## config.mk

```make
export PLATFORM = sky130hd
export DESIGN_NAME = mf3_median
export DESIGN_NICKNAME = d
export VERILOG_FILES = /design/src/rtl/mf3_pkg.sv /design/src/rtl/mf3_median.sv
export SDC_FILE = /design/constraint.sdc
export NUM_CORES = 1
export LEC_CHECK = 0
export BUFFER_PORTS_ARGS = -buffer_cell sky130_fd_sc_hd__buf_2
export CORE_UTILIZATION = 47
export DETAILED_ROUTE_END_ITERATION = 8
export PLACE_DENSITY = 0.72
export SLEW_MARGIN = 30
export SYNTH_ARGS = -nofsm -noshare
export SYNTH_HDL_FRONTEND = slang
export SYNTH_SLANG_ARGS = --single-unit
```

## constraint.sdc

```tcl
create_clock -name vclk -period 34.8
set_clock_uncertainty 0.05 [all_clocks]
set_input_delay 3.48 -clock vclk [all_inputs]
set_output_delay 3.48 -clock vclk [all_outputs]
set_load 0.01 [all_outputs]
```

## src/rtl/mf3_pkg.sv

```systemverilog
// Shared types and constants of the 3x3 median filter.
package mf3_pkg;

    localparam int unsigned PIX_W     = 8;
    localparam int unsigned POS_W     = 10;
    localparam int unsigned CFG_W     = 11;
    localparam int unsigned CFG_IDX_W = 1;

    typedef struct packed {
        logic [PIX_W-1:0] red;
        logic [PIX_W-1:0] green;
        logic [PIX_W-1:0] blue;
    } t_pixel;

    // Red values of one window column, ascending: [0] lowest, [2] highest.
    typedef logic [2:0][PIX_W-1:0] t_col;

    typedef struct packed {
        logic [PIX_W-1:0] red_in;
        logic [PIX_W-1:0] green_in;
        logic [PIX_W-1:0] blue_in;
    } t_in_item;

    typedef struct packed {
        logic [POS_W-1:0] out_row;
        logic [POS_W-1:0] out_col;
        logic [PIX_W-1:0] red_out;
        logic [PIX_W-1:0] green_out;
        logic [PIX_W-1:0] blue_out;
        logic             last_of_run;
        logic             frame_done;
    } t_out_item;

endpackage

```

## src/rtl/mf3_median.sv

```systemverilog
// Median of nine red values given as three column-sorted triples.
module mf3_median (
    input  mf3_pkg::t_col              i_col_a,
    input  mf3_pkg::t_col              i_col_b,
    input  mf3_pkg::t_col              i_col_c,
    output logic [mf3_pkg::PIX_W-1:0]  o_median
);

    import mf3_pkg::*;

    function automatic logic [PIX_W-1:0] min2(input logic [PIX_W-1:0] a, input logic [PIX_W-1:0] b);
        return (a < b) ? a : b;
    endfunction

    function automatic logic [PIX_W-1:0] max2(input logic [PIX_W-1:0] a, input logic [PIX_W-1:0] b);
        return (a < b) ? b : a;
    endfunction

    function automatic logic [PIX_W-1:0] med3(input logic [PIX_W-1:0] a,
                                              input logic [PIX_W-1:0] b,
                                              input logic [PIX_W-1:0] c);
        return max2(min2(a, b), min2(max2(a, b), c));
    endfunction

    logic [PIX_W-1:0] w_lo_max;
    logic [PIX_W-1:0] w_mid_med;
    logic [PIX_W-1:0] w_hi_min;

    assign w_lo_max  = max2(max2(i_col_a[0], i_col_b[0]), i_col_c[0]);
    assign w_mid_med = med3(i_col_a[1], i_col_b[1], i_col_c[1]);
    assign w_hi_min  = min2(min2(i_col_a[2], i_col_b[2]), i_col_c[2]);
    assign o_median  = med3(w_lo_max, w_mid_med, w_hi_min);

endmodule
```

==> reports/metrics.yaml, run 1 <==
grt:
  grt_usage_pct: 22.2
  grt_pass1_vias: 3306
  grt_overflow: 0
  grt_pass1_wl_mm: 13.9
  antenna_found_initial: 0
  grt_start_max_net_pins: 22
synth:
  syn-cell-area_sq_um: 3290
  yosys_warnings: 0
  syn_nets: 599
  synthDistinctLibCells: 63
  syn_area_per_cell_sq_um: 7.15
  yosysSeqAreaShare_pct: 0
  netlist_instances: 460
final_layout:
  diodes: 0
  regArea_sq_um: 0
  drive_gt1_share_pct: 21.4
  num-clock-buffers: 0
  final_cell_mix: "buf_2, inv_1, ha_1"
  layout_commonest_cell: "buf_2"
  syn_to_final_growth_pct: 13.7
  design.seq.count: 0
  final_cell_area_sq_um: 3740
  finalNetCount: 670
floorplan:
  dieHeight_um: 85.6
  fp.dieW_um: 85.6
  die_area_sq_um: 7330
  core_sq_um: 6790
  start_util_pct: 48.4
  rows: 30
  io_pins: 80
route:
  wl_per_cell_um: 13.2
  drc_errors: 2
  drt-total-wl_mm: 8.24
  drtAntennaViolNets: 0
  drt-vias-per-instance: 5.52
  via_count: 3448
  drt_pre_antenna_iters: 6
  first_iter_violations: 110
timing:
  rsz0062_at_grt: "no"
  period_share_pct: 53.8
  min_period_ns: 18.71
  hold_viol_final: 0
  slew_headroom_pct: 39.0
  fin_tns_setup_ns: 0
  fmax_ghz: 0.0535
  final-setup-viol-count: 0
  slew_viol_final: 0
  worst_pin_slew_ns: 0.906
run_status:
  violations: "DRC"
  status: "finished with violations"
setup_path:
  crit_type: "input pin to primary output"
  start_kind: "input pin"
  cp-end-kind: "primary output"
  critPathMostFrequentCell: "ha_1"
  critPathRequiredTime_ns: 31.27
  arrival_ns: 15.18
  crit_path_max_incr_delay_ns: 0.71
  crit_fanout: 21
  cp_slowest_cell: "o21ai_0"
min_path:
  hold_depth: 7
  min_to: "o_median[6]"
  hold_class: "input pin to primary output"
  worstHoldStart: "i_col_c[6]"
pwr:
  power.density_nw_per_um2: 103
  ir_drop_mv: 0.0726
  power_leakage_nw: 1.99
job:
  maxCapViolCount: 0
place:
  place_area_sq_um: 3730
  gp_congestion: 0.923
  place.port_buffers: 80
  dp_hpwl_mm: 7.33
clock_tree:
  cts-resized-gates: 0
  hold_buffers: 0
  postCtsSetupRepairBufs: 0
## power by group
group | leakage (nW) | total (mW) | switching [mW] | internal, mW
sequential | 0 | 0 | 0 | 0
clock | 0 | 0 | 0 | 0
combinational | 1.99 | 0.387 | 0.220 | 0.166
## routing by layer
metal	GRT usage, %	vias to the layer above	wire length (um)
met5	0	-	0
met2	43.1	76	4020
met4	1.06	0	29
li1	-	1801	-
met3	0.674	4	275
met1	28.5	1567	3910
## cell usage after synthesis (5+ instances only)
library cell | instances | area, sq um
o21ai_0 | 45 | 225
nand3_1 | 5 | 25.0
ha_1 | 67 | 838
inv_1 | 68 | 255
a22oi_2 | 7 | 87.6
a21o_1 | 14 | 105
clkbuf_1 | 6 | 22.5
nor2_1 | 43 | 161
mux2i_1 | 23 | 230
nand4_1 | 6 | 37.5
a21oi_1 | 41 | 205
nand2_1 | 38 | 143
o21a_1 | 11 | 82.6
a211oi_1 | 7 | 52.6
nor2b_1 | 7 | 43.8
## through the flow
| step | std cells | utilization (%) | setup slack, ns | hold slack [ns] | power [mW] |
|---|---|---|---|---|---|
| 2_1_floorplan | 460 | - | 17.65 | 7.37 | 0.301 |
| 3_3_place_gp | 625 | 55.0 | 16.56 | 7.62 | 0.373 |
| 3_5_place_dp | 625 | 55.0 | 16.22 | 7.64 | 0.382 |
| 4_1_cts | 625 | 55.0 | 16.21 | 7.64 | 0.384 |
| 5_1_grt | 625 | 55.0 | 15.28 | 7.70 | 0.424 |
| 6_report | 625 | 55.0 | 16.09 | 7.63 | 0.387 |
## critical path, delay by kind of cell
family | cells | cell delay [ns]
simple gates | 5 | 1.15
compound gates | 30 | 7.50
fa+ha+maj | 6 | 1.64
mux | 3 | 0.94
buf+inv | 3 | 0.42
## cells by family after synthesis
| group | synth area share [%] |
|---|---|
| buffers and inverters | 10.0 |
| muxes | 11.0 |
| AOI/OAI and AO/OA | 34.4 |
| and+or+nand+nor | 17.6 |
| adders and majority gates | 27.1 |
## worst max path at each step
stage / start / to / slack (ns) / cells after the start
floorplan: i_col_b[10] / o_median[1] / 17.65 / 52
global placement: i_col_b[10] / o_median[1] / 16.56 / 47
detailed placement: i_col_b[10] / o_median[1] / 16.22 / 47
CTS: i_col_b[10] / o_median[1] / 16.21 / 47
global route: i_col_b[10] / o_median[2] / 15.28 / 47
finish: i_col_b[10] / o_median[1] / 16.09 / 47
## cell type report
cell class                 count  area (sq um)
fill                         689          3060
multi-input combinational    381          2960
timing repair buffer          80           400
inverter                      68           255
tap                           96           120
Note: power is estimated with default switching activity, not from simulation.
==> inputs of run 2 (changes only) <==
==> constraint.sdc (replaced) <==
create_clock -name vclk -period 18.1
set_clock_uncertainty 0.05 [all_clocks]
set_input_delay 1.81 -clock vclk [all_inputs]
set_output_delay 1.81 -clock vclk [all_outputs]
set_load 0.01 [all_outputs]
==> reports/metrics.yaml, run 2 (synthesis results as in run 1) <==
route:
  drc_errors: 1
  wl_per_cell_um: 13.2
  first_iter_violations: 166
  via_count: 3409
  drtAntennaViolNets: 0
  drt-vias-per-instance: 5.45
  drt_pre_antenna_iters: 6
  drt-total-wl_mm: 8.24
timing:
  slew_headroom_pct: 38.8
  min_period_ns: 14.85
  worst_pin_slew_ns: 0.919
  period_share_pct: 82.0
  fin_tns_setup_ns: 0
  hold_viol_final: 0
  rsz0062_at_grt: "no"
  slew_viol_final: 0
  final-setup-viol-count: 0
  fmax_ghz: 0.0673
grt:
  antenna_found_initial: 0
  grt_start_max_net_pins: 22
  grt_overflow: 0
  grt_usage_pct: 23.0
  grt_pass1_vias: 3177
  grt_pass1_wl_mm: 14.1
floorplan:
  die_area_sq_um: 7330
  rows: 30
  io_pins: 80
  fp.dieW_um: 85.6
  core_sq_um: 6790
  dieHeight_um: 85.6
  start_util_pct: 48.4
final_layout:
  final_cell_mix: "buf_2, inv_1, ha_1"
  syn_to_final_growth_pct: 13.7
  regArea_sq_um: 0
  num-clock-buffers: 0
  drive_gt1_share_pct: 21.4
  utilization_pct: 55.0
  design.seq.count: 0
  fillCellCount: 658
  diodes: 0
  finalNetCount: 670
  layout_commonest_cell: "buf_2"
setup_path:
  crit_type: "input pin to primary output"
  critPathRequiredTime_ns: 16.24
  critPathMostFrequentCell: "ha_1"
  crit_path_max_incr_delay_ns: 0.73
  arrival_ns: 12.99
  crit_end: "o_median[5]"
  crit_fanout: 21
  start_kind: "input pin"
  critPathLaunch: "i_col_b[10]"
  cp-end-kind: "primary output"
  cp_slowest_cell: "o21ai_0"
pwr:
  ir_drop_mv: 0.175
  power_leakage_nw: 1.99
  power.total_mw: 0.742
  power.density_nw_per_um2: 198
place:
  place.port_buffers: 80
  gp_congestion: 0.943
  dp_hpwl_mm: 7.39
run_status:
  status: "finished with violations"
  violations: "DRC"
job:
  maxCapViolCount: 0
clock_tree:
  cts-resized-gates: 0
  hold_buffers: 0
  postCtsSetupRepairBufs: 0
min_path:
  hold_class: "input pin to primary output"
## run 2: where the power goes
| part | internal (mW) | total (mW) | switching (mW) | leakage, nW |
|---|---|---|---|---|
| Sequential | 0 | 0 | 0 | 0 |
| Combinational | 0.319 | 0.742 | 0.423 | 1.99 |
| Clock | 0 | 0 | 0 | 0 |
## run 2: metrics by stage
stage	area, sq um	std cells	hold WS, ns	setup WS, ns
after floorplan	3290	460	4.03	4.29
after global placement	3730	625	4.30	3.31
after detailed placement	3730	625	4.31	3.04
after CTS	3730	625	4.32	3.03
after global routing	3740	625	4.38	2.46
final	3740	625	4.32	3.25
## run 2: layout make-up
cell class         instances  area [sq um]  area share [%]
repair buffers            80           400            10.7
well taps                 96           120            3.21
inverters                 68           255            6.83
multi-input cells        381          2960            79.3
## run 2: how the worst min path moves through the flow
| stage | cells past startpoint | startpoint | slack, ns | to |
|---|---|---|---|---|
| final | 7 | i_col_c[7] | 4.32 | o_median[7] |
| after global routing | 7 | i_col_c[7] | 4.38 | o_median[7] |
| after CTS | 6 | i_col_c[2] | 4.32 | o_median[2] |
| after detailed placement | 6 | i_col_c[2] | 4.31 | o_median[2] |
| after global placement | 8 | i_col_c[22] | 4.30 | o_median[6] |
| after floorplan | 4 | i_col_c[2] | 4.03 | o_median[2] |
## run 2: layer usage
layer | track usage [%] | wire length (um)
met1 | 31.9 | 4000
met2 | 41.6 | 3860
met3 | 0.289 | 334
met4 | 1.67 | 47
met5 | 0 | 0
## run 2: critical path, delay by kind of cell
kind | cells | cell delay [ns]
AOI/OAI and AO/OA | 28 | 6.98
adders and majority gates | 6 | 1.65
and+or+nand+nor | 6 | 1.25
muxes | 3 | 0.89
buffers and inverters | 3 | 0.42
